[src/hdl/cmtg_pkg.sv]
package cmtg_pkg;

    localparam int DIR_W        = 16;
    localparam int EXT_W        = DIR_W + 1;
    localparam int SUM_W        = DIR_W + 2;
    localparam int RES_W        = 16;
    localparam logic [RES_W-1:0] RES_RESET = 16'd256;

    // scale by res_factor * 128, doubled for round-half-up
    localparam int RES_SHIFT    = 8;
    localparam int PROD_W       = SUM_W + RES_W;
    localparam int NUM_W        = PROD_W + RES_SHIFT;
    localparam int DVD_W        = NUM_W - 1;
    localparam int DVS_W        = EXT_W;

    localparam int COORD_W      = 32;
    localparam int TOP_W        = DVD_W - COORD_W;
    localparam logic [COORD_W-1:0] COORD_MAX = 32'h7fff_ffff;
    localparam logic [COORD_W-1:0] COORD_MIN = 32'h8000_0000;

    localparam int DIV_STEP     = 4;
    localparam int DIV_STAGES   = COORD_W / DIV_STEP;
    localparam int SCALE_STAGES = 4;
    localparam int DIV_FIRST    = 1 + SCALE_STAGES;
    localparam int N_STAGES     = 1 + SCALE_STAGES + DIV_STAGES + 1;

    localparam int FACE_W       = 3;
    localparam int N_FACES      = 6;

    typedef enum logic [FACE_W-1:0] {
        FACE_PX = 3'd0,
        FACE_NX = 3'd1,
        FACE_PY = 3'd2,
        FACE_NY = 3'd3,
        FACE_PZ = 3'd4,
        FACE_NZ = 3'd5
    } t_face;

    typedef struct packed {
        t_face                    face;
        logic signed [EXT_W-1:0]  sc;
        logic signed [EXT_W-1:0]  tc;
        logic signed [EXT_W-1:0]  ma;
    } t_sel;

    typedef struct packed {
        logic [DVD_W-1:0] a;
        logic             neg;
    } t_lane;

    typedef struct packed {
        t_face            face;
        logic             zero;
        logic [DVS_W-1:0] d;
        t_lane            u;
        t_lane            v;
    } t_scaled;

    typedef struct packed {
        logic [COORD_W-1:0] quo;
        logic               ovf;
        logic               neg;
    } t_quot;

endpackage

[src/hdl/cmtg_div_lane.sv]
module cmtg_div_lane (
    input  logic                              i_clk,
    input  logic [cmtg_pkg::DIV_STAGES-1:0]   i_en,
    input  cmtg_pkg::t_lane                   i_lane,
    input  logic [cmtg_pkg::DVS_W-1:0]        i_d,
    output cmtg_pkg::t_quot                   o_quot
);

    logic [cmtg_pkg::DVS_W-1:0]   r_rem [cmtg_pkg::DIV_STAGES];
    logic [cmtg_pkg::DVS_W-1:0]   r_d   [cmtg_pkg::DIV_STAGES];
    logic [cmtg_pkg::COORD_W-1:0] r_quo [cmtg_pkg::DIV_STAGES];
    logic                         r_ovf [cmtg_pkg::DIV_STAGES];
    logic                         r_neg [cmtg_pkg::DIV_STAGES];

    logic [cmtg_pkg::DVS_W-1:0]   n_rem [cmtg_pkg::DIV_STAGES];
    logic [cmtg_pkg::DVS_W-1:0]   n_d   [cmtg_pkg::DIV_STAGES];
    logic [cmtg_pkg::COORD_W-1:0] n_quo [cmtg_pkg::DIV_STAGES];
    logic                         n_ovf [cmtg_pkg::DIV_STAGES];
    logic                         n_neg [cmtg_pkg::DIV_STAGES];

    logic [cmtg_pkg::TOP_W-1:0]   a_top;
    logic [cmtg_pkg::DVS_W-1:0]   rem, d;
    logic [cmtg_pkg::COORD_W-1:0] quo;
    logic [cmtg_pkg::DVS_W:0]     trial;

    // restoring division, DIV_STEP quotient bits per stage
    always_comb begin
        a_top = i_lane.a[cmtg_pkg::DVD_W-1:cmtg_pkg::COORD_W];
        rem   = '0;
        d     = '0;
        quo   = '0;
        trial = '0;
        for (int k = 0; k < cmtg_pkg::DIV_STAGES; k++) begin
            if (k == 0) begin
                rem      = cmtg_pkg::DVS_W'(a_top);
                d        = i_d;
                quo      = i_lane.a[cmtg_pkg::COORD_W-1:0];
                // quotient needs more than COORD_W bits
                n_ovf[k] = (cmtg_pkg::DVS_W'(a_top) >= i_d);
                n_neg[k] = i_lane.neg;
            end else begin
                rem      = r_rem[k-1];
                d        = r_d[k-1];
                quo      = r_quo[k-1];
                n_ovf[k] = r_ovf[k-1];
                n_neg[k] = r_neg[k-1];
            end
            for (int j = 0; j < cmtg_pkg::DIV_STEP; j++) begin
                trial = {rem, quo[cmtg_pkg::COORD_W-1]};
                quo   = {quo[cmtg_pkg::COORD_W-2:0], 1'b0};
                if (trial >= {1'b0, d}) begin
                    rem    = cmtg_pkg::DVS_W'(trial - {1'b0, d});
                    quo[0] = 1'b1;
                end else begin
                    rem = trial[cmtg_pkg::DVS_W-1:0];
                end
            end
            n_rem[k] = rem;
            n_d[k]   = d;
            n_quo[k] = quo;
        end
    end

    always_ff @(posedge i_clk) begin
        for (int k = 0; k < cmtg_pkg::DIV_STAGES; k++) begin
            if (i_en[k]) begin
                r_rem[k] <= n_rem[k];
                r_d[k]   <= n_d[k];
                r_quo[k] <= n_quo[k];
                r_ovf[k] <= n_ovf[k];
                r_neg[k] <= n_neg[k];
            end
        end
    end

    assign o_quot.quo = r_quo[cmtg_pkg::DIV_STAGES-1];
    assign o_quot.ovf = r_ovf[cmtg_pkg::DIV_STAGES-1];
    assign o_quot.neg = r_neg[cmtg_pkg::DIV_STAGES-1];

endmodule

[config.mk]
export PLATFORM = sky130hd
export DESIGN_NAME = cmtg_div_lane
export DESIGN_NICKNAME = d
export VERILOG_FILES = /design/src/hdl/cmtg_pkg.sv /design/src/hdl/cmtg_div_lane.sv
export SDC_FILE = /design/constraint.sdc
export NUM_CORES = 2
export LEC_CHECK = 0
export CAP_MARGIN = 5
export CORE_MARGIN = 2
export CORE_UTILIZATION = 65
export DETAILED_ROUTE_END_ITERATION = 10
export DONT_BUFFER_PORTS = 1
export GPL_ROUTABILITY_DRIVEN = 0
export PLACE_DENSITY_LB_ADDON = 0.1
export RECOVER_POWER = 25
export REMOVE_ABC_BUFFERS = 1
export SKIP_CTS_REPAIR_TIMING = 1
export SYNTH_ARGS = -nofsm -noshare
export SYNTH_HDL_FRONTEND = slang
export SYNTH_SLANG_ARGS = --single-unit
[constraint.sdc]
create_clock -name i_clk -period 23 [get_ports i_clk]
set_input_delay 2.3 -clock i_clk [delete_from_list [all_inputs] [get_ports i_clk]]
set_output_delay 2.3 -clock i_clk [all_outputs]
set_load 0.01 [all_outputs]
# After elaboration in Yosys (flattened, before gate mapping)

Memories as Yosys holds them, arrays and structs flattened.
Cells that the tools add are included.

Multiplexer cells: 80
Add/sub/neg operators: 32
$lt $le $gt $ge: 33

Operator list:

| cell             | number |
|---|---|
| $ge A18 B17 Y1   | 31 |
| $mux W17         | 32 |
| $sub A17 B17 Y17 | 31 |
| $mux W1          | 48 |
| $ge A10 B17 Y1   | 1 |
| $ge A9 B17 Y1    | 1 |
| $sub A10 B17 Y17 | 1 |

Memories: 5
Bits in writable memories: 544
Flip-flop bits (word level): 0
Logic and storage cells: 150
Bits of input ports: 68

Memory list:

| name  | words | bits a word | read ports | clocked after Yosys merged registers in | write ports | RTL line            | RTL |
|---|---|---|---|---|---|---|---|
| r_quo | 8     | 32          | 8          | 0                                       | 8           | cmtg_div_lane.sv:11 | `logic [cmtg_pkg::COORD_W-1:0] r_quo [cmtg_pkg::DIV_STAGES];` |
| r_d   | 8     | 17          | 7          | 0                                       | 8           | cmtg_div_lane.sv:10 | `logic [cmtg_pkg::DVS_W-1:0] r_d [cmtg_pkg::DIV_STAGES];` |
| r_rem | 8     | 17          | 7          | 0                                       | 8           | cmtg_div_lane.sv:9  | `logic [cmtg_pkg::DVS_W-1:0] r_rem [cmtg_pkg::DIV_STAGES];` |
| r_neg | 8     | 1           | 8          | 0                                       | 8           | cmtg_div_lane.sv:13 | `logic r_neg [cmtg_pkg::DIV_STAGES];` |
| r_ovf | 8     | 1           | 8          | 0                                       | 8           | cmtg_div_lane.sv:12 | `logic r_ovf [cmtg_pkg::DIV_STAGES];` |

# Longest topological paths before layout

Depth in word-level cells: 8
Depth in mapped cells: 52

# Worst setup path before layout

OpenSTA, ideal clock, no wires.

Kind: input port to flip-flop
Start point: input port i_d[1] in the netlist's numbering
End point: memory r_rem[0][10] in the netlist's numbering (data pin)
Arrival time: 11.302 ns
Stages: 42
Path slack: 11.437 ns
Cell sequence: inv_1 ha_1 nor2b_1 o21ai_0 a21boi_1 o211ai_1 a21oi_1 o21bai_1 clkbuf_1 mux2_2 ha_1 a21o_1 a21o_1 a211o_1 a21oi_1 a31oi_1 nor2_4 inv_2 [6 not listed] nor2b_1 nor4_1 o21bai_1 a21o_1 a221oi_4 inv_2 buf_2 mux2_2 ha_1 a21o_1 or4_1 a21oi_1 nor3_1 o31ai_1 o21ai_1 o21ai_2 inv_2 a221o_1

RTL lines:

| what        | RTL line           | RTL |
|---|---|---|
| from (decl) | cmtg_div_lane.sv:5 | `input logic [cmtg_pkg::DVS_W-1:0] i_d,` |
| to (decl)   | cmtg_div_lane.sv:9 |  |

==> results.tsv <==
stage	metric	value	unit
run_status	run_status	completed	
sta	timing.final.setup_violations	0	
clock_tree	cts_tree	done	
yosys	synth_enable_flop_cells	510	
yosys	synth.distinct_cells	110	
yosys	syn_area	47100	um^2
placed_design	portBuffers	0	
sta	grt_setup_unrepaired	no	
finish	area.growth.synth_to_final	5.46	%
critical_path	timing_worst_setup_path_type	input port to flip-flop	
placed_design	detailedPlacementHpwl	95100	um
sta	totalNegativeSetupSlack	0	ps
critical_path	timing.critical_path.to	r_rem[0][10]$_DFFE_PP_	
clock_tree	clock_insertion_delay_worst_skew	650	ps
floorplanning	die-area	74700	um^2
critical_path	startpoint_type	input port	
finish	fillerInstances	5560	
critical_path	worstRegToRegCells	40	
yosys	synth_area_leaders	edfxtp_1, ha_1, mux2_2, xnor2_1, a21oi_1	
floorplanning	chipHeight	273	um
grt	grt_antenna_before_repair	1	
finish	finish.utilization	69.4	%
yosys	netlist.area_leader.share	32.5	%
finish	final_nets	5525	
critical_path	worst_setup_path_startpoint	i_d[1]	
floorplanning	initial_core_utilization	65.8	%
sta	worst_slew_pin_slew	1060	ps
floorplanning	core.rowCount	98	
clock_tree	max_root_sink_buffers	3	
grt	residual_overflow_from_global_routing	0	
grt	first_global_vias	35773	
route	via_count	37765	
critical_path	cp_slowest_stage_delay	820	ps
sta	drv_slew	0	
clock_tree	htree_levels	2	
sta	worst_hold_slack	406	ps
route	drt_pass1_iterations	6	
floorplanning	coreArea	71600	um^2
yosys	synthesis.instances	4918	
critical_path	library_cell_contributing_the_largest_single_delay_on_the_critical_path	o21bai_1	
critical_path	path_common_cell	a21oi_1	
clock_tree	clock_transition_time_at_the_flip_flop_clock_pins_of_the_worst_setup_and_hold_paths	60	ps
critical_path	cp-end-kind	flip-flop	
critical_path	required	23380	ps
finish	drive_gt1_share	8.75	%
yosys	yosysSeqAreaShare	32.5	%
route	route.detailed.drc	0	
yosys	ys_async_sr_fraction	0	%
critical_path	r2r-end	r_rem[5][16]$_DFFE_PP_	
route	initialDrtViolationCount	3031	
clock_tree	cts_root_buffer	clkbuf_16	
run	max_cap_viol_count	0	
floorplanning	floorplan.io_pins	102	
yosys	synth-warning-count	0	
yosys	synth_largest_area_cell	edfxtp_1	
worst_hold_path	worstHoldPathType	flip-flop to flip-flop	
grt	pin_count_of_the_biggest_net_entering_global_routing	69	
yosys	synth_seq_cells	510	
critical_path	critPathMaxFanout	18	
route	detail-route-antenna-nets	0	
clock_tree	total_cts_buffers	57	
sta	final-hold-violation-count	0	
sta	relSlewSlack	28.9	%
clock_tree	clkSinkCount	510	
critical_path	reg2reg_from	r_d[4][15]$_DFFE_PP_	
sta	finalCritPeriodShare	57.1	%
yosys	ys.flop_type	edfxtp_1	
route	route.detailed.vias_per_inst	6.43	
sta	fmax	76.2	MHz
route	detail_route.wirelength	122000	um
grt	grt_pass1_wl	191000	um
grt	grt_usage	32.0	%
critical_path	critPathArrivalTime	13500	ps
floorplanning	die_w	273	um
yosys	post_synth.cell_area_avg	9.58	um^2
sta	fin_skew	24.4	ps
sta	post_layout_minimum_cycle_time	13120	ps
critical_path	worst-r2r-setup-slack	10110	ps
route	wl_per_cell	20.7	um
==> placed cells by master (no fill, tap or decap), types with 13 or more instances in the layout <==
master     count
nand2b_1      63
nand3_1      106
nor3_1       117
fa_1          31
a21boi_0      28
o21ai_0      246
or4_1         14
a31oi_1       42
o211ai_1      29
or2_2         34
a21oi_1      342
a221o_1       36
mux2_4        22
o21a_1        89
nand2_1      358
o21bai_1      51
xnor2_1      246
clkbuf_16     57
or3_1         41
mux2_1        14
inv_1        355
xor2_1       119
edfxtp_1     510
and2_1        31
a21o_1       148
mux2_2       199
inv_2         13
o31ai_1       38
mux2i_1       60
a211o_1       22
and3_1        57
a211oi_1      51
ha_1         546
o221ai_1      18
o2111ai_1     13
nor2b_1       83
nor4_1        24
nand4_1       85
nor2_1       304
==> synthesized netlist by cell type (34+ instances only) <==
master    count
edfxtp_1    510
nor2_1      304
a21oi_1     342
inv_1       355
a21o_1      148
a31oi_1      42
buf_4        38
nand4_1      85
mux2_2      199
o21bai_1     51
nor2b_1      83
ha_1        546
or2_2        34
a221o_1      36
o31ai_1      38
nor3_1      117
xnor2_1     246
or3_1        41
xor2_1      119
o21ai_0     246
nand2b_1     63
o21a_1       89
and3_1       57
nand2_1     358
nand3_1     106
a211oi_1     51
mux2i_1      60
==> critical path, delay by kind of cell <==
kind	cells	cell delay, ps
AOI/OAI and AO/OA	21	6270
and+or+nand+nor	7	1850
adders and majority gates	4	1330
buffers and inverters	5	1040
muxes	2	670
==> logic make-up after synthesis <==
family	Yosys count	share of synthesized area, %
AO/OA/AOI/OAI	1329	19.2
XOR/XNOR	365	6.79
adder cells (fa/ha/maj)	577	15.8
buffers and inverters	474	4.28
flip-flops	510	32.5
multiplexers	295	7.07
AND/OR/NAND/NOR	1368	14.4
==> layout make-up <==
class	instances	area, um^2	area share [%]
repair buffers	7	52.6	0.106
clock inverters	43	512	1.03
flip-flops and latches	510	15300	30.8
well taps	950	1190	2.39
diodes	1	2.50	0.00504
multi-input cells	3934	29800	59.9
clock buffers	62	1450	2.91
inverters	370	1390	2.80
==> sequential cells by signal, indices dropped and copies added, names as in the netlist <==
name,cells
r_rem,119
r_quo,256
r_ovf,8
r_d,119
r_neg,8
==> per-layer routing <==
| layer | global-route usage (%) | wire length (um) | up-vias |
|---|---|---|---|
| met5 | 0 | 0 | - |
| met4 | 13.9 | 5540 | 0 |
| met3 | 4.04 | 7650 | 313 |
| met2 | 54.5 | 57700 | 1264 |
| met1 | 41.1 | 51000 | 17814 |
| li1 | - | - | 18374 |
==> metrics by stage <==
step / worst slack, ps / instances / instance area, um^2
after floorplan: 11580 / 4814 / 46500
after global placement: 9790 / 5771 / 47700
after detailed placement: 9570 / 5771 / 47700
after CTS: 10220 / 5876 / 49700
after global routing: 8990 / 5877 / 49700
final: 9880 / 5877 / 49700
==> worst min path at each step <==
stage | slack (ps) | from | endpoint | depth (start not counted)
after floorplan | 400 | r_neg[0][0]$_DFFE_PP_ | r_neg[0][1]$_DFFE_PP_ | 0
after global placement | 400 | r_quo[1][79]$_DFFE_PP_ | r_quo[1][115]$_DFFE_PP_ | 0
after detailed placement | 400 | r_ovf[0][3]$_DFFE_PP_ | r_ovf[1][0]$_DFFE_PP_ | 0
after CTS | 410 | r_quo[0][69]$_DFFE_PP_ | r_quo[0][105]$_DFFE_PP_ | 0
after global routing | 410 | r_quo[0][69]$_DFFE_PP_ | r_quo[0][105]$_DFFE_PP_ | 0
final | 410 | r_quo[0][90]$_DFFE_PP_ | r_quo[0][126]$_DFFE_PP_ | 0
Power is left out: the tool's default activity adds up to more than one toggle a clock period on the data nets, which glitch-free logic cannot reach.
