## src/hdl/cmtg_pkg.sv

```systemverilog
package cmtg_pkg;

    localparam int DIR_W        = 16;
    localparam int EXT_W        = DIR_W + 1;
    localparam int SUM_W        = DIR_W + 2;
    localparam int RES_W        = 16;
    localparam logic [RES_W-1:0] RES_RESET = 16'd256;

    // scale by res_factor * 128, doubled for round-half-up
    localparam int RES_SHIFT    = 8;
    localparam int PROD_W       = SUM_W + RES_W;
    localparam int NUM_W        = PROD_W + RES_SHIFT;
    localparam int DVD_W        = NUM_W - 1;
    localparam int DVS_W        = EXT_W;

    localparam int COORD_W      = 32;
    localparam int TOP_W        = DVD_W - COORD_W;
    localparam logic [COORD_W-1:0] COORD_MAX = 32'h7fff_ffff;
    localparam logic [COORD_W-1:0] COORD_MIN = 32'h8000_0000;

    localparam int DIV_STEP     = 4;
    localparam int DIV_STAGES   = COORD_W / DIV_STEP;
    localparam int SCALE_STAGES = 4;
    localparam int DIV_FIRST    = 1 + SCALE_STAGES;
    localparam int N_STAGES     = 1 + SCALE_STAGES + DIV_STAGES + 1;

    localparam int FACE_W       = 3;
    localparam int N_FACES      = 6;

    typedef enum logic [FACE_W-1:0] {
        FACE_PX = 3'd0,
        FACE_NX = 3'd1,
        FACE_PY = 3'd2,
        FACE_NY = 3'd3,
        FACE_PZ = 3'd4,
        FACE_NZ = 3'd5
    } t_face;

    typedef struct packed {
        t_face                    face;
        logic signed [EXT_W-1:0]  sc;
        logic signed [EXT_W-1:0]  tc;
        logic signed [EXT_W-1:0]  ma;
    } t_sel;

    typedef struct packed {
        logic [DVD_W-1:0] a;
        logic             neg;
    } t_lane;

    typedef struct packed {
        t_face            face;
        logic             zero;
        logic [DVS_W-1:0] d;
        t_lane            u;
        t_lane            v;
    } t_scaled;

    typedef struct packed {
        logic [COORD_W-1:0] quo;
        logic               ovf;
        logic               neg;
    } t_quot;

endpackage

```

## src/hdl/cmtg_scale.sv

```systemverilog
module cmtg_scale (
    input  logic                               i_clk,
    input  logic [cmtg_pkg::SCALE_STAGES-1:0]  i_en,
    input  logic [cmtg_pkg::RES_W-1:0]         i_res_factor,
    input  cmtg_pkg::t_sel                     i_sel,
    output cmtg_pkg::t_scaled                  o_scaled
);

    // stage 1: |ma| and the offset sums
    logic [cmtg_pkg::DVS_W-1:0]          n_s1_mag, r_s1_mag;
    logic signed [cmtg_pkg::SUM_W-1:0]   n_s1_su, n_s1_sv, r_s1_su, r_s1_sv;
    cmtg_pkg::t_face                     r_s1_face;
    logic                                r_s1_zero;

    // stage 2: products with res_factor
    logic signed [cmtg_pkg::PROD_W-1:0]  res_ext, su_ext, sv_ext;
    logic signed [cmtg_pkg::PROD_W-1:0]  n_s2_pu, n_s2_pv, r_s2_pu, r_s2_pv;
    logic [cmtg_pkg::DVS_W-1:0]          r_s2_mag;
    cmtg_pkg::t_face                     r_s2_face;
    logic                                r_s2_zero;

    // stage 3: rounding numerator
    logic signed [cmtg_pkg::NUM_W-1:0]   n_s3_nu, n_s3_nv, r_s3_nu, r_s3_nv;
    logic [cmtg_pkg::DVS_W-1:0]          r_s3_mag;
    cmtg_pkg::t_face                     r_s3_face;
    logic                                r_s3_zero;

    // stage 4: magnitude dividend, floor bias folded in for negatives
    logic [cmtg_pkg::DVS_W-1:0]          dvs;
    cmtg_pkg::t_scaled                   n_s4, r_s4;

    function automatic cmtg_pkg::t_lane to_lane(
        input logic [cmtg_pkg::NUM_W-1:0] num,
        input logic [cmtg_pkg::DVS_W-1:0] d
    );
        cmtg_pkg::t_lane l;
        l.neg = num[cmtg_pkg::NUM_W-1];
        // floor of a negative quotient: ~n + d = |n| + d - 1
        if (l.neg) begin
            l.a = cmtg_pkg::DVD_W'(~num + cmtg_pkg::NUM_W'(d));
        end else begin
            l.a = cmtg_pkg::DVD_W'(num);
        end
        return l;
    endfunction

    always_comb begin
        n_s1_mag = i_sel.ma[cmtg_pkg::EXT_W-1] ? cmtg_pkg::DVS_W'(-i_sel.ma)
                                               : cmtg_pkg::DVS_W'(i_sel.ma);
        n_s1_su = cmtg_pkg::SUM_W'(i_sel.sc) + $signed({1'b0, n_s1_mag});
        n_s1_sv = cmtg_pkg::SUM_W'(i_sel.tc) + $signed({1'b0, n_s1_mag});
    end

    always_comb begin
        res_ext = $signed(cmtg_pkg::PROD_W'(i_res_factor));
        su_ext  = cmtg_pkg::PROD_W'(r_s1_su);
        sv_ext  = cmtg_pkg::PROD_W'(r_s1_sv);
        n_s2_pu = su_ext * res_ext;
        n_s2_pv = sv_ext * res_ext;
    end

    always_comb begin
        n_s3_nu = $signed({r_s2_pu, {cmtg_pkg::RES_SHIFT{1'b0}}})
                + $signed(cmtg_pkg::NUM_W'(r_s2_mag));
        n_s3_nv = $signed({r_s2_pv, {cmtg_pkg::RES_SHIFT{1'b0}}})
                + $signed(cmtg_pkg::NUM_W'(r_s2_mag));
    end

    always_comb begin
        dvs       = cmtg_pkg::DVS_W'({r_s3_mag, 1'b0});
        n_s4.face = r_s3_face;
        n_s4.zero = r_s3_zero;
        n_s4.d    = dvs;
        n_s4.u    = to_lane(r_s3_nu, dvs);
        n_s4.v    = to_lane(r_s3_nv, dvs);
    end

    always_ff @(posedge i_clk) begin
        if (i_en[0]) begin
            r_s1_mag  <= n_s1_mag;
            r_s1_su   <= n_s1_su;
            r_s1_sv   <= n_s1_sv;
            r_s1_face <= i_sel.face;
            r_s1_zero <= (i_sel.ma == '0);
        end
        if (i_en[1]) begin
            r_s2_pu   <= n_s2_pu;
            r_s2_pv   <= n_s2_pv;
            r_s2_mag  <= r_s1_mag;
            r_s2_face <= r_s1_face;
            r_s2_zero <= r_s1_zero;
        end
        if (i_en[2]) begin
            r_s3_nu   <= n_s3_nu;
            r_s3_nv   <= n_s3_nv;
            r_s3_mag  <= r_s2_mag;
            r_s3_face <= r_s2_face;
            r_s3_zero <= r_s2_zero;
        end
        if (i_en[3]) begin
            r_s4 <= n_s4;
        end
    end

    assign o_scaled = r_s4;

endmodule

```

## config.mk

```make
export PLATFORM = sky130hd
export DESIGN_NAME = cmtg_scale
export DESIGN_NICKNAME = d
export VERILOG_FILES = /design/src/hdl/cmtg_pkg.sv /design/src/hdl/cmtg_scale.sv
export SDC_FILE = /design/constraint.sdc
export NUM_CORES = 2
export LEC_CHECK = 0
export BUFFER_PORTS_ARGS = -buffer_cell sky130_fd_sc_hd__buf_2
export CORE_UTILIZATION = 55
export CTS_CLUSTER_DIAMETER = 80
export CTS_CLUSTER_SIZE = 8
export DETAILED_ROUTE_END_ITERATION = 12
export PLACE_DENSITY = 0.73
export SKIP_LAST_GASP = 1
export SLEW_MARGIN = 15
export SYNTH_ARGS = -nofsm -noshare
export SYNTH_HDL_FRONTEND = slang
export SYNTH_SLANG_ARGS = --single-unit
```

## constraint.sdc

```tcl
create_clock -name i_clk -period 9 [get_ports i_clk]
set_input_delay 0.45 -clock i_clk [delete_from_list [all_inputs] [get_ports i_clk]]
set_output_delay 0.45 -clock i_clk [all_outputs]
set_load 0.02 [all_outputs]
```

======== After elaboration in Yosys (flattened, before gate mapping) ========
Index checks and enable logic that the tools add are counted.
storage, ports and cells
  output and inout bits ................... 105
  flip-flop bits (word level) ............. 354
operators by class
  add/subtract/negate cells ............... 7
  multipliers ............................. 2
  multiplexer cells ....................... 3
  reduce and logical (&&, ||, !) cells .... 1
  bitwise operators ....................... 2
operators by type and width
  cell               number
  $add A42 B18 Y42   2
  $add A41 B17 Y41   2
  $mux W41           2
  $not A41 Y41       2
  $mul A18 B17 Y34   2
  $add A17 B18 Y18   2
  $logic_not A17 Y1  1
  $mux W17           1
  $neg A17 Y17       1

======== Depth between registers and ports, before layout ========
  word-level depth ........................ 3
  mapped depth ............................ 25
  depth with buffers taken out ............ 23

======== Worst setup path after synthesis ========
OpenSTA, ideal clock, no wires.
  path type ............................... input -> register
  from .................................... input port i_res_factor[2] (netlist bit)
  to ...................................... register r_s2_pv[33] (netlist bit) (data pin)
  arrival time ............................ 6144 ps
  cell stages on the path ................. 22
  data required time ...................... 8740 ps
  slack ................................... 2596 ps
  cell sequence ........................... clkbuf_1 clkbuf_1 nand2_1 fa_1 fa_1 inv_1 fa_1 fa_1 fa_1 inv_1 fa_1 inv_1 ha_1 a21o_1 a221o_1 and2_1 a211oi_1 nand2_1 a31oi_1 o2111ai_1 a21oi_1 xnor2_1
on the way
  word-level cells in the longest chain between the ends .. 1
RTL lines
  what                         line              source
  from (decl)                  cmtg_scale.sv:4   input logic [cmtg_pkg::RES_W-1:0] i_res_factor,
  $mul A18 B17 Y34             cmtg_scale.sv:59  n_s2_pv = sv_ext * res_ext;
  named net n_s2_pv (one bit)  cmtg_scale.sv:17  logic signed [cmtg_pkg::PROD_W-1:0] n_s2_pu, n_s2_pv, r_s2_pu, r_s2_pv;
  to (signal assigned)         cmtg_scale.sv:88  r_s2_pv <= n_s2_pv;
  to (decl)                    cmtg_scale.sv:17
The timed path passes the listed nets, and every way through them passes these cells.
A chain may end at the register's enable or synchronous reset.

======== Final worst setup path ========
  from .................................... register r_s1_sv[17] (netlist bit)
  to ...................................... register r_s2_pv[33] (netlist bit) (data pin)
on the way
  word-level cells in the longest chain between the ends .. 1
RTL lines
  what                         line              source
  from (decl)                  cmtg_scale.sv:11  logic signed [cmtg_pkg::SUM_W-1:0] n_s1_su, n_s1_sv, r_s1_su, r_s1_sv;
  from (signal assigned)       cmtg_scale.sv:82  r_s1_sv <= n_s1_sv;
  $mul A18 B17 Y34             cmtg_scale.sv:59
  named net n_s2_pv (one bit)  cmtg_scale.sv:17
The timed path passes the listed nets, and every way through them passes these cells.

==> reports/metrics.yaml <==
floorplan:
  die_x_um: 263.1
  core.rowCount: 95
  core_um2: 67280
  start_util_pct: 55.74
  ios: 180
  dieArea_um2: 69230
  die_h_um: 263.1
synthesis:
  synth_seq_cells: 338
  seq_area_frac_synth_pct: 27.07
  syn_area_um2: 37500
  synthesis.nets: 4535
  synth_warnings: 0
  synth-edff-count: 338
  synthFlopType: "edfxtp_1"
  synthCells: 3629
  synth_area_per_cell_um2: 10.33
  post_synth_num_cell_types: 68
  async_reset_ff_share_pct: 0
grt:
  grtUsageMet1_pct: 32.04
  use_met2_pct: 38.78
  grt_max_degree: 70
  antenna_found_initial: 14
  grt_pass1_wl_um: 130500
  busiest_layer: "met2"
  grt_overflow: 0
  grt_pass1_vias: 26050
  grt_usage_pct: 23.72
  use_met3_pct: 4.724
timing:
  period_share_pct: 74.97
  rsz0062_at_grt: "no"
  maxSlewViolCount: 0
  tns_ns: 0
  setup_violations: 0
  worst_pin_slew_ns: 1.051
  fin_skew_ns: 0.01640
  finalHoldViolations: 0
  min_period_ns: 6.747
  timing.fmax_ghz: 0.1482
  relSlewSlack_pct: 29.69
cts:
  numClockSinks: 338
  clk_path_buf_depth: 3
  cts_buffers: 49
  cts_tree: "done"
  cts_setup_buffers: 0
  clk_latency_ns: 0.59
  cts.repair.resized: 0
  clk_pin_slew_ns: 0.05
  root_buffer: "clkbuf_16"
  ctsHtreeMaxLevel: 2
  ctsHoldBuffers: 0
routing:
  drc_errors: 0
  drt_wl_total_um: 78870
  drtAntennaViolNets: 0
  vias: 25050
  wl_per_cell_um: 17.04
  avgViaCountPerCell: 5.411
  drtIter0Drc: 1670
  drt_first_pass_iters: 5
layout:
  layout.cells.non_filler: 4629
  nets: 4657
  mostFrequentLayoutCells: "inv_1 (785), fa_1 (581), nand2_1 (427)"
  antenna_cells: 0
  final_common_cell: "inv_1"
  drive_gt1_share_pct: 7.002
  synthToLayoutAreaGrowth_pct: 7.794
place:
  dpl.cell_count: 4573
  gp_congestion: 0.8997
  io_buffers: 178
  dp_hpwl_um: 62460
job:
  max-cap-violations: 0
critical_path:
  endpoint_kind: "flip-flop"
  critPathRequiredTime_ns: 9.33
  crit_arrival_ns: 7.08
  path_max_fanout: 16
  rr_worst_depth: 20
  regToRegSetupSlack_ns: 2.25
  r2r-end: "r_s2_pv[33]"
  worstSetupPathType: "flip-flop to flip-flop"
  r2r_start: "r_s1_sv[17]"
  cp-start-kind: "flip-flop"
hold_path:
  min_to: "r_s1_face[1]"
  min-delay-start: "i_sel[52]"
  min_path_cells: 1
  hold_path.class: "input pin to flip-flop"
run_status:
  status: "complete, no violations"
[critical path: stages (launching register included)]
cell	delay, ns
edfxtp_1	0.73
nand2_1	0.25
fa_1	0.79
fa_1	0.47
inv_1	0.08
fa_1	0.44
fa_1	0.53
fa_1	0.51
inv_1	0.05
fa_1	0.47
inv_1	0.04
ha_1	0.31
and3_1	0.22
a221o_1	0.31
and2_1	0.19
a211oi_1	0.19
nand2_1	0.13
a31oi_1	0.33
o2111ai_1	0.17
a21oi_1	0.19
xnor2_1	0.08
[synthesized netlist by cell type (7+ instances only)]
cell type	number	area, µm²
ha_1	250	3128
a21oi_1	90	450.4
and2_1	241	1508
o31ai_1	26	195.2
or3_1	15	93.84
a211oi_1	11	82.58
nor3_1	24	120.1
nand2b_1	15	93.84
edfxtp_1	338	10150
or4_1	12	90.09
nand3_1	35	175.2
clkbuf_1	112	420.4
o211ai_1	8	60.06
o21a_1	21	157.7
fa_1	581	11630
and3_1	24	150.1
a21o_1	42	315.3
nand2_1	427	1603
o21ai_0	89	445.4
nor4_1	7	43.79
nand4_1	14	87.58
nor2_1	90	337.8
a31oi_1	12	75.07
xor2_1	55	481.7
o21bai_1	13	97.59
xnor2_1	193	1690
nor2b_1	19	118.9
o41ai_1	9	78.83
inv_1	785	2947
[worst max path at each step]
stage / start / endpoint / slack (ns) / cells past startpoint
final: r_s1_sv[17] / r_s2_pv[33] / 2.25 / 20
after global routing: r_s1_sv[17] / r_s2_pv[33] / 1.80 / 20
after CTS: r_s1_sv[17] / r_s2_pv[33] / 2.25 / 20
after detailed placement: i_res_factor[2] / r_s2_pv[33] / 1.91 / 21
after global placement: i_res_factor[2] / r_s2_pv[33] / 2.04 / 21
after floorplan: i_res_factor[2] / r_s2_pv[33] / 2.60 / 22
[area by class of cell]
class / instances / area, µm²
fillers: 5624 / 26850
clock buffers: 50 / 1251
flip-flops and latches: 338 / 10150
multi-input cells: 2390 / 23960
inverters: 785 / 2947
clock inverters: 6 / 58.81
repair buffers: 187 / 965.9
well taps: 873 / 1092
[metrics by stage]
stage,setup slack (ns),hold slack (ns),area [µm²],util (%)
2_1_floorplan,2.596,0.4003,37500,-
6_report,2.253,0.06793,40420,60.09
3_5_place_dp,1.910,0.4045,39110,58.14
5_1_grt,1.796,0.05239,40420,60.09
4_1_cts,2.245,0.04862,40420,60.09
3_3_place_gp,2.037,0.4003,39110,58.14
[registers in the layout, summed over array words and instances (netlist names)]
signal and count:
o_scaled 104, r_s1_face 3, r_s1_mag 17, r_s1_su 18, r_s1_sv 18, r_s1_zero 1, r_s2_face 3, r_s2_mag 17
r_s2_pu 34, r_s2_pv 34, r_s2_zero 1, r_s3_face 3, r_s3_mag 8, r_s3_nu 42, r_s3_nv 34, r_s3_zero 1
[per-layer routing]
metal | routed length, µm | part of all wire [%]
met5 | 121 | 0.15
met4 | 2204 | 2.8
met3 | 5616 | 7.1
met2 | 37510 | 48
met1 | 33420 | 42
[kinds of logic (layout without fill, tap and decap cells)]
logic type	after synthesis	in the layout	share of synthesized area (%)
compound gates	372	372	6.573
xor+xnor	248	248	5.792
fa+ha+maj	831	831	39.36
buf+inv	901	1028	9.045
flops	338	338	27.07
mux	2	2	0.05339
other cells	1	1	0.01000
simple gates	936	936	12.10
Power is not shown: default switching activity piles up to over one toggle a cycle in this logic, so the estimate is an artifact.
