$ cat src/hdl/cmtg_pkg.sv
package cmtg_pkg;

    localparam int DIR_W        = 16;
    localparam int EXT_W        = DIR_W + 1;
    localparam int SUM_W        = DIR_W + 2;
    localparam int RES_W        = 16;
    localparam logic [RES_W-1:0] RES_RESET = 16'd256;

    // scale by res_factor * 128, doubled for round-half-up
    localparam int RES_SHIFT    = 8;
    localparam int PROD_W       = SUM_W + RES_W;
    localparam int NUM_W        = PROD_W + RES_SHIFT;
    localparam int DVD_W        = NUM_W - 1;
    localparam int DVS_W        = EXT_W;

    localparam int COORD_W      = 32;
    localparam int TOP_W        = DVD_W - COORD_W;
    localparam logic [COORD_W-1:0] COORD_MAX = 32'h7fff_ffff;
    localparam logic [COORD_W-1:0] COORD_MIN = 32'h8000_0000;

    localparam int DIV_STEP     = 4;
    localparam int DIV_STAGES   = COORD_W / DIV_STEP;
    localparam int SCALE_STAGES = 4;
    localparam int DIV_FIRST    = 1 + SCALE_STAGES;
    localparam int N_STAGES     = 1 + SCALE_STAGES + DIV_STAGES + 1;

    localparam int FACE_W       = 3;
    localparam int N_FACES      = 6;

    typedef enum logic [FACE_W-1:0] {
        FACE_PX = 3'd0,
        FACE_NX = 3'd1,
        FACE_PY = 3'd2,
        FACE_NY = 3'd3,
        FACE_PZ = 3'd4,
        FACE_NZ = 3'd5
    } t_face;

    typedef struct packed {
        t_face                    face;
        logic signed [EXT_W-1:0]  sc;
        logic signed [EXT_W-1:0]  tc;
        logic signed [EXT_W-1:0]  ma;
    } t_sel;

    typedef struct packed {
        logic [DVD_W-1:0] a;
        logic             neg;
    } t_lane;

    typedef struct packed {
        t_face            face;
        logic             zero;
        logic [DVS_W-1:0] d;
        t_lane            u;
        t_lane            v;
    } t_scaled;

    typedef struct packed {
        logic [COORD_W-1:0] quo;
        logic               ovf;
        logic               neg;
    } t_quot;

endpackage

$ cat src/hdl/cmtg_face_sel.sv
module cmtg_face_sel (
    input  logic                              i_clk,
    input  logic                              i_en,
    input  logic signed [cmtg_pkg::DIR_W-1:0] i_face_dir_x,
    input  logic signed [cmtg_pkg::DIR_W-1:0] i_face_dir_y,
    input  logic signed [cmtg_pkg::DIR_W-1:0] i_face_dir_z,
    input  logic signed [cmtg_pkg::DIR_W-1:0] i_vert_dir_x,
    input  logic signed [cmtg_pkg::DIR_W-1:0] i_vert_dir_y,
    input  logic signed [cmtg_pkg::DIR_W-1:0] i_vert_dir_z,
    output cmtg_pkg::t_sel                    o_sel
);

    logic signed [cmtg_pkg::EXT_W-1:0] cand [cmtg_pkg::N_FACES];
    logic signed [cmtg_pkg::EXT_W-1:0] best;
    logic signed [cmtg_pkg::EXT_W-1:0] x, y, z;
    cmtg_pkg::t_face                   face;
    cmtg_pkg::t_sel                    n_sel;
    cmtg_pkg::t_sel                    r_sel;

    always_comb begin
        cand[0] = cmtg_pkg::EXT_W'(i_face_dir_x);
        cand[1] = -cmtg_pkg::EXT_W'(i_face_dir_x);
        cand[2] = cmtg_pkg::EXT_W'(i_face_dir_y);
        cand[3] = -cmtg_pkg::EXT_W'(i_face_dir_y);
        cand[4] = cmtg_pkg::EXT_W'(i_face_dir_z);
        cand[5] = -cmtg_pkg::EXT_W'(i_face_dir_z);

        // strict compare: first face wins ties, +X when nothing is positive
        best = '0;
        face = cmtg_pkg::FACE_PX;
        for (int i = 0; i < cmtg_pkg::N_FACES; i++) begin
            if (cand[i] > best) begin
                best = cand[i];
                face = cmtg_pkg::t_face'(cmtg_pkg::FACE_W'(i));
            end
        end
    end

    always_comb begin
        x = cmtg_pkg::EXT_W'(i_vert_dir_x);
        y = cmtg_pkg::EXT_W'(i_vert_dir_y);
        z = cmtg_pkg::EXT_W'(i_vert_dir_z);
        n_sel.face = face;
        unique case (face)
            cmtg_pkg::FACE_PX: begin
                n_sel.sc = -z; n_sel.tc = -y; n_sel.ma = x;
            end
            cmtg_pkg::FACE_NX: begin
                n_sel.sc = z;  n_sel.tc = -y; n_sel.ma = x;
            end
            cmtg_pkg::FACE_PY: begin
                n_sel.sc = x;  n_sel.tc = z;  n_sel.ma = y;
            end
            cmtg_pkg::FACE_NY: begin
                n_sel.sc = x;  n_sel.tc = -z; n_sel.ma = y;
            end
            cmtg_pkg::FACE_PZ: begin
                n_sel.sc = x;  n_sel.tc = -y; n_sel.ma = z;
            end
            default: begin
                n_sel.sc = -x; n_sel.tc = -y; n_sel.ma = z;
            end
        endcase
    end

    always_ff @(posedge i_clk) begin
        if (i_en) begin
            r_sel <= n_sel;
        end
    end

    assign o_sel = r_sel;

endmodule

$ cat config.mk
export PLATFORM = sky130hd
export DESIGN_NAME = cmtg_face_sel
export DESIGN_NICKNAME = d
export VERILOG_FILES = /design/src/hdl/cmtg_pkg.sv /design/src/hdl/cmtg_face_sel.sv
export SDC_FILE = /design/constraint.sdc
export NUM_CORES = 1
export LEC_CHECK = 0
export BUFFER_PORTS_ARGS = -buffer_cell sky130_fd_sc_hd__buf_4
export CAP_MARGIN = 20
export CORE_ASPECT_RATIO = 1.75
export CORE_MARGIN = 8
export CORE_UTILIZATION = 40
export CTS_CLUSTER_DIAMETER = 150
export CTS_CLUSTER_SIZE = 25
export DETAILED_ROUTE_END_ITERATION = 8
export GPL_ROUTABILITY_DRIVEN = 0
export GPL_TIMING_DRIVEN = 0
export PLACE_DENSITY = 0.65
export REMOVE_ABC_BUFFERS = 1
export SLEW_MARGIN = 20
export SYNTH_ARGS = -nofsm -noshare
export SYNTH_HDL_FRONTEND = slang
export SYNTH_SLANG_ARGS = --single-unit
$ cat constraint.sdc
create_clock -name i_clk -period 15.6 [get_ports i_clk]
set_clock_uncertainty 0.2 [all_clocks]
set_input_delay 0.78 -clock i_clk [delete_from_list [all_inputs] [get_ports i_clk]]
set_output_delay 0.78 -clock i_clk [all_outputs]
set_load 0.02 [all_outputs]
Word level (Yosys, flattened, before mapping)
Index checks and enable logic that the tools add are counted.

Add/subtract/negate cells: 6. $lt $le $gt $ge: 6. Eq/ne operators: 4. Muxes and demuxes: 11. Reduce and logical (&&, ||, !) cells: 1.

Operators with widths (count): $pmux 51 s5 (1); $neg 16->17 (6); $mux 17 (5); $gt 17x17->1 (3); $gt 16x17->1 (2); $gt 16x1->1 const B (1); $mux 3 (4); $eq 3x2->1 const B (2); $eq 3x1->1 const B (1); $eq 3x3->1 const B (1); $logic_not 3->1 (1); $mux 1 (1).

Register bits: 54. Input bits: 98. Logic and storage cells: 32.

Logic depth before layout (Yosys ltp)
Gate-level depths: netlist (run 1).

Depth after elaboration: 14. Gate-level depth with buffers: 60. Mapped depth without buffers: 51.

Worst setup path after synthesis (run 1)
No wires, ideal clock.

Path type: in2reg. Start: in i_face_dir_x[4] (netlist name). End: reg r_sel (netlist bit o_sel[20]) (data pin). Arrival: 12091 ps. Required time: 15132 ps. Setup slack: 3041 ps. Stages: 54. Path buffers: 11. Path through: nor4_2 nand3_1 nor3_1 nand2_1 ha_1 clkbuf_1 clkbuf_1 nand2_1 ha_1 and4_1 nand4_1 or4_1 buf_2 and2_1 buf_6 and3_1 nor3_1 ha_1 (+18 left out) nand4_1 or4_1 nand2_1 or2_0 clkbuf_1 nor2_1 a31o_2 ha_1 and3_1 nand4_1 o311ai_0 a31oi_1 nor2_1 clkinv_1 nor2_1 buf_2 buf_2 o22ai_1.

RTL lines: start, declared (line cmtg_face_sel.sv:4) `input logic signed [cmtg_pkg::DIR_W-1:0] i_face_dir_x,`; end signal, assigned (line cmtg_face_sel.sv:68) `r_sel <= n_sel;`; end, declared (line cmtg_face_sel.sv:18) `cmtg_pkg::t_sel r_sel;`.

==> impl_summary.md, run 1 <==
Placement
The detailed placer's ending HPWL is approximately 20 mm. The total instance count after detailed placement is 1,298. Input and output buffers added on the ports amount to 151. At the placement stage, the worst setup path has a slack of -1.97 ns.

Logic synthesis
The most used flip-flop cell after synthesis is sky130_fd_sc_hd__edfxtp_1. Synthesis produced a netlist whose cell count is ~950. The fraction of the yosys area taken by sequential cells is 0.213. The flip-flop and latch count after synthesis is 53. The number of warnings reported in the yosys synthesis log is 0. The number of distinct library cells after synthesis is 72. The number of flops mapped to enable cells by yosys is between 50 and 60. The post-synth design cell area is 7480 um^2.

After synthesis, the share of flip-flops with an asynchronous set or reset is 0. The average instance area after synthesis is 7.85 um^2.

CTS
The CTS tree is built. In this run, CTS created clock tree buffers numbering 5. The clock transition time at the flip-flop clock pins of the worst setup and hold paths is ~0.07 ns.

The longest clock path from root to sink contains 2 buffers. The number of buffers added to fix hold violations after cts is 0. The H-tree generated during clock tree synthesis spans 2 levels. The tree is rooted in a sky130_fd_sc_hd__clkbuf_16. The number of sinks driven by the clock tree is 53.

Floorplan
For this design the top-level I/O count stands at 152. From bottom edge to top edge, the die measures 197 um. For this configuration, the core starts out at a cell density of 0.404.

The floorplan step defined a core boundary enclosing roughly 18,000 um^2. The die area is approximately 23,000 um^2. The die extent in x is 119 um. The initialized floorplan defines 66 standard-cell rows.

Cells and area
Leaving out fill and tap cells, the most frequent cells in the layout are sky130_fd_sc_hd__buf_4 (158), sky130_fd_sc_hd__nand2_1 (91), sky130_fd_sc_hd__ha_1 (90). The register with the most flip-flops in the layout has 53 of them. The number of antenna diodes in the final layout is 0. The area growth from synthesis to final layout is 21.2%. The share of the core filled with cells in the final layout is 0.490. The post-layout net count is 1,261. The footprint of the multi-input gates is 5610 um^2.

Counting the fill cells in the layout gives 1,864. The most frequent standard cell in the layout excluding fill and tap cells is sky130_fd_sc_hd__buf_4. The count of cells in the finished layout, fillers not included, comes to 1,312. Summing all flip-flop and latch instances after layout gives around 1600 um^2. The share of layout cells above drive strength 1 is 0.195.

Timing
Setup violations remaining at the end of the flow were counted as 0. In this run the tightest slew margin relative to its limit is 0.251. The total negative setup slack is 0 ns. Of the available clock period, the critical path in the final layout requires 0.938. The final count of pins violating max slew is 0. The pin slew with the least headroom to its limit is 1.12 ns. The number of hold violations in the final report is 0. Setup repair after global routing left no endpoint under its margin. For the finished layout, the period the worst path requires is 14.63 ns. The setup slack of the critical path after layout is 0.966 ns. Timing would allow up to about 0.068 GHz.

Routing
Wires add up to approximately 25 mm. The number of nets with antenna violations after routing is 0. The total number of vias is 7,646. After detailed routing, the number of remaining DRC violations is 0. The detailed router finished its first iteration with 414 violations. The average detailed-routed wire length per instance is ~19 um. The first-pass detailed-route iteration total is 5. Using the TritonRoute via totals, the vias-per-cell ratio works out to 5.83.

GRT
The initial antenna violation count is 0. The total global-route track usage is 0.203. The wire length of the first global-routing pass is around 38 mm. The number of global-route vias before repair came to 7,544. Summed over all layers, the global routing overflow is 0.

Entering global routing, the biggest net connects 54 pins.

Power and ir drop
The worst ir drop on vdd is 0.0775 mV. The power per unit of standard cell area is 116 nW/um^2. In this run the static leakage power is between 3 and 4 nW.

Run status
The run finished with clean final reports.

Critical path
The data required time of the critical path is 15.52 ns. The capturing element type of the critical path is a flip-flop. Along the worst path, the maximum fanout reaches 38. The data arrival time of the critical path is roughly 15 ns. The worst setup path is launched from an input pin. The worst-path cell with the longest stage delay is sky130_fd_sc_hd__or4_2.

Counting stages on the worst path, the most repeated cell is sky130_fd_sc_hd__ha_1. The critical setup path kind is in2reg. On the worst path, the slowest cell contributes a delay of 1.04 ns.

Flow run
The number of maximum-capacitance violations is 0.

Worst hold path
The min-delay analysis places its worst path in the category in2reg.
## critical path: cells and delay by family
kind	cells	cell delay [ns]
AND/OR/NAND/NOR	21	6.46
adder cells (fa/ha/maj)	6	1.82
AO/OA/AOI/OAI	15	3.95
buffers and inverters	5	1.07
multiplexers	1	0.38
## cell families after synthesis
logic type,Yosys count,share of synthesized area
multiplexers,27,0.0373
AO/OA/AOI/OAI,243,0.212
buffers and inverters,89,0.0514
XOR/XNOR,77,0.0902
AND/OR/NAND/NOR,373,0.246
flip-flops,53,0.213
adder cells (fa/ha/maj),90,0.151
## stage by stage
step	cell area, um^2	hold WS, ns	total power, W
after detailed placement	8800	0.906	0.000913
after global routing	9060	0.610	0.00112
after global placement	8670	0.903	0.000880
after floorplan	7240	0.692	0.000654
final	9060	0.600	0.00105
after CTS	8970	0.598	0.00103
## layout make-up
type                            count  share of cell area
Inverter                           39              0.0177
Clock inverter                      3             0.00138
Tap cell                          238              0.0329
Sequential cell                    53               0.176
Multi-Input combinational cell    812               0.619
Timing Repair Buffer              162               0.139
Clock buffer                        5              0.0138
## timing repair
item	CTS	global route
setup endpoints to repair	50	50
buffers inserted	0	4
resized for setup	8	12
pin swaps	2	2
gates cloned	2	0
## worst paths after layout
check	from	end	slack, ns	depth (start not counted)
worst max-delay path	i_face_dir_x[4]	o_sel[18]	0.97	48
worst min-delay path	i_vert_dir_z[0]	o_sel[17]	0.60	3
## power breakdown
part | internal [W] | switching, W
logic | 0.000288 | 0.000406
registers | 0.000229 | 0.0000147
clock network | 0.0000583 | 0.0000523
## layer usage
| layer | global-route usage | vias up | wire length [um] |
|---|---|---|---|
| li1 | - | 3766 | - |
| met1 | 0.185 | 3583 | 8470 |
| met2 | 0.408 | 230 | 14000 |
| met3 | 0.0272 | 67 | 1200 |
| met4 | 0.122 | 0 | 1130 |
| met5 | 0 | - | 0 |
## Yosys cell counts, types with 11 or more instances
| cell type | number | area (um^2) |
|---|---|---|
| sky130_fd_sc_hd__nand4_1 | 12 | 75.1 |
| sky130_fd_sc_hd__buf_2 | 13 | 65.1 |
| sky130_fd_sc_hd__nor3_1 | 45 | 225 |
| sky130_fd_sc_hd__or3_1 | 24 | 150 |
| sky130_fd_sc_hd__a21oi_1 | 82 | 410 |
| sky130_fd_sc_hd__edfxtp_1 | 53 | 1590 |
| sky130_fd_sc_hd__a21o_1 | 21 | 158 |
| sky130_fd_sc_hd__inv_1 | 38 | 143 |
| sky130_fd_sc_hd__xnor2_1 | 44 | 385 |
| sky130_fd_sc_hd__a311oi_1 | 11 | 96.3 |
| sky130_fd_sc_hd__nor2_1 | 92 | 345 |
| sky130_fd_sc_hd__nand3_1 | 32 | 160 |
| sky130_fd_sc_hd__o211ai_1 | 11 | 82.6 |
| sky130_fd_sc_hd__ha_1 | 90 | 1130 |
| sky130_fd_sc_hd__xor2_1 | 33 | 289 |
| sky130_fd_sc_hd__clkbuf_1 | 30 | 113 |
| sky130_fd_sc_hd__mux2i_1 | 23 | 230 |
| sky130_fd_sc_hd__o21ai_0 | 45 | 225 |
| sky130_fd_sc_hd__nand2_1 | 92 | 345 |
Power figures use the tool's default switching activity.
==> run 2, diff against run 1 <==
--- a/config.mk
+++ b/config.mk
@@ -10,11 +10,11 @@
 export CORE_ASPECT_RATIO = 1.75
 export CORE_MARGIN = 8
 export CORE_UTILIZATION = 40
-export CTS_CLUSTER_DIAMETER = 150
 export CTS_CLUSTER_SIZE = 25
 export DETAILED_ROUTE_END_ITERATION = 8
 export GPL_ROUTABILITY_DRIVEN = 0
 export GPL_TIMING_DRIVEN = 0
+export MAX_ROUTING_LAYER = met4
 export PLACE_DENSITY = 0.65
 export REMOVE_ABC_BUFFERS = 1
 export SLEW_MARGIN = 20
==> impl_summary.md, run 2 (synthesis gave the netlist of run 1 again) <==
Worst hold path
The path category of the worst min-delay check is in2reg. The number of cells on the worst hold path is 3.

Power and ir drop
Summed over all nets, the switching power comes to ~0.00047 W. The share of total power dissipated in the clock network is 0.105. Of the total power, the share spent switching nets is 0.451.

Of the total power, registers draw 0.232. The share of total power dissipated in combinational logic is 0.663. In this run the static leakage power is 3.78 nW. For this design the ratio of total power to cell area is ~120 nW/um^2. IR analysis of the VDD net gives a maximum drop of between 0.07 and 0.08 mV. The internal power of the cells is ~0.00058 W.

Floorplan
The die is 119 um wide. The total area inside the core boundary comes to 18,500 um^2. In this run the vertical extent of the chip is 197 um. For this configuration, the core starts out at a cell density of 0.404.

The row count is 66. In this run the count of I/O pins placed on the die edge is 152. The die area is 23,500 um^2.

CTS
In this run, CTS created clock tree buffers numbering 5. In this run the deepest clock path goes through 2 buffers. The clock transition time at the flip-flop clock pins of the worst setup and hold paths is around 0.060 ns. The root buffer cell chosen for the clock tree is sky130_fd_sc_hd__clkbuf_16. The H-tree was split into 2 levels. The CTS tree is built.

The number of sinks driven by the clock tree is between 50 and 60. The number of buffers added to fix hold violations after cts is 0.

GRT
The overall overflow remaining after global route is 0. The initial antenna violation count is 0. The first global-routing pass estimated 37.9 mm of wire. For this run, the total global-route usage over all layers was measured as 0.209. The maximum number of pins on one net before global-route repair is 54. The number of global-route vias before repair is 7,520.

Critical path
The kind of start point of the critical path is an input pin. The worst setup path is captured at a flip-flop. The critical setup path kind is in2reg.

The cell occurring most often along the worst timing path is sky130_fd_sc_hd__ha_1. The largest single stage delay on the critical path is 1.04 ns. The largest fanout of any net on the critical path is 38. Data arrives at the worst endpoint at 14.53 ns. For the worst setup path, the data required time is 15.52 ns. The worst-path cell with the longest stage delay is sky130_fd_sc_hd__or4_2.

Timing
The number of hold violations in the final report is 0. Setup violations remaining at the end of the flow were counted as 0. The share of the clock period used by the worst path after layout is 0.936. The final count of pins violating max slew was 0.

The total negative setup slack is 0 ns. The minimum clock period is between 10 and 15 ns. The maximum frequency from static timing analysis is slightly below 0.07 GHz. Setup repair after global routing left no endpoint under its margin. The headroom to the max-slew limit is 0.235. The pin slew with the least headroom to its limit is 1.14 ns.

Flow run
The number of maximum-capacitance violations is 0.

Routing
The average detailed-routed wire length per instance is 19.0 um. The detailed router placed around 7,600 vias in this run. The per-cell via count in the routed design is 5.82. The number of nets with antenna violations after routing is 0. The starting DRC count in detailed routing is 475.

The first-pass detailed-route iteration total is 5. Summed over all layers, the routed wires come to between 20 and 25 mm. The residual DRC count is 0.

Cells and area
The count of placed standard cells in the final layout, fillers left out is 1,311. The post-layout net count is about 1,300. The flip-flop count of the largest register, all copies and words added is 53. Once layout is complete, the utilization of the core stands at 0.490.

Relative to the synthesized area, the layout overhead comes to 21.3%. The share of layout cells above drive strength 1 is 0.194. The multi-input combinational cells in the finished layout cover a total of 5610 um^2. The number of filler instances in the final layout is approximately 1,900. Summing all flip-flop and latch instances after layout gives 1590 um^2. The most frequent standard cell in the layout excluding fill and tap cells is sky130_fd_sc_hd__buf_4. The library cells used most frequently in the layout, excluding fill and tap cells, are sky130_fd_sc_hd__buf_4 (156), sky130_fd_sc_hd__nand2_1 (91), sky130_fd_sc_hd__ha_1 (90).

The number of diodes added for antenna fixing is 0.

Run status
The run finished with clean final reports.

Placement
The total instance count after detailed placement is 1,298. During placement, the flow inserted port buffers numbering 151. The detailed placer's ending HPWL is 20.1 mm.
## run 2: cell types whose count changed in the layout (fill, tap and decap cells not counted)
cell / change
sky130_fd_sc_hd__buf_4: -2
sky130_fd_sc_hd__buf_12: +1
## run 2: what timing repair did
| action | CTS | global route |
|---|---|---|
| gates resized for setup | 8 | 12 |
| setup buffers | 0 | 3 |
| endpoints found under the setup margin | 50 | 50 |
| gates cloned | 2 | 0 |
| pin swaps | 2 | 2 |
## run 2: routing by layer
metal,wire length (um),track usage
met1,8820,0.191
met2,14000,0.407
met3,918,0.0226
met4,1180,0.122
met5,0,-
## run 2: cell type report
class | instances | area share
Clock buffer | 5 | 0.0138
Clock inverter | 3 | 0.00138
Inverter | 39 | 0.0177
Multi-Input combinational cell | 812 | 0.619
Sequential cell | 53 | 0.176
Tap cell | 238 | 0.0328
Timing Repair Buffer | 161 | 0.140
## run 2: metrics by stage
step / hold WS (ns) / power (W) / worst slack (ns) / area [um^2]
after detailed placement: 0.906 / 0.000913 / -1.97 / 8800
after floorplan: 0.692 / 0.000654 / -1.49 / 7240
after global placement: 0.903 / 0.000880 / -9.08 / 8670
final: 0.597 / 0.00105 / 0.998 / 9070
after CTS: 0.598 / 0.00103 / 0.188 / 8970
after global routing: 0.610 / 0.00112 / 0.184 / 9070
## run 2: path summary, 6_finish.rpt
kind | start | end
worst max-delay path | i_face_dir_x[4] | o_sel[18]
worst min-delay path | i_vert_dir_z[8] | o_sel[8]
## run 2: power by group through the flow
stage,logic [W],clock network (W),registers (W)
global route,0.000758,0.000117,0.000248
floorplan,0.000345,0,0.000309
detailed placement,0.000665,0,0.000248
global placement,0.000633,0,0.000247
finish,0.000697,0.000110,0.000244
CTS,0.000674,0.000112,0.000245
## run 2: critical path: cells and delay by family
family | cells | cell delay, ns
AO/OA/AOI/OAI | 15 | 3.94
buffers and inverters | 5 | 1.05
multiplexers | 1 | 0.38
AND/OR/NAND/NOR | 21 | 6.46
adder cells (fa/ha/maj) | 6 | 1.83
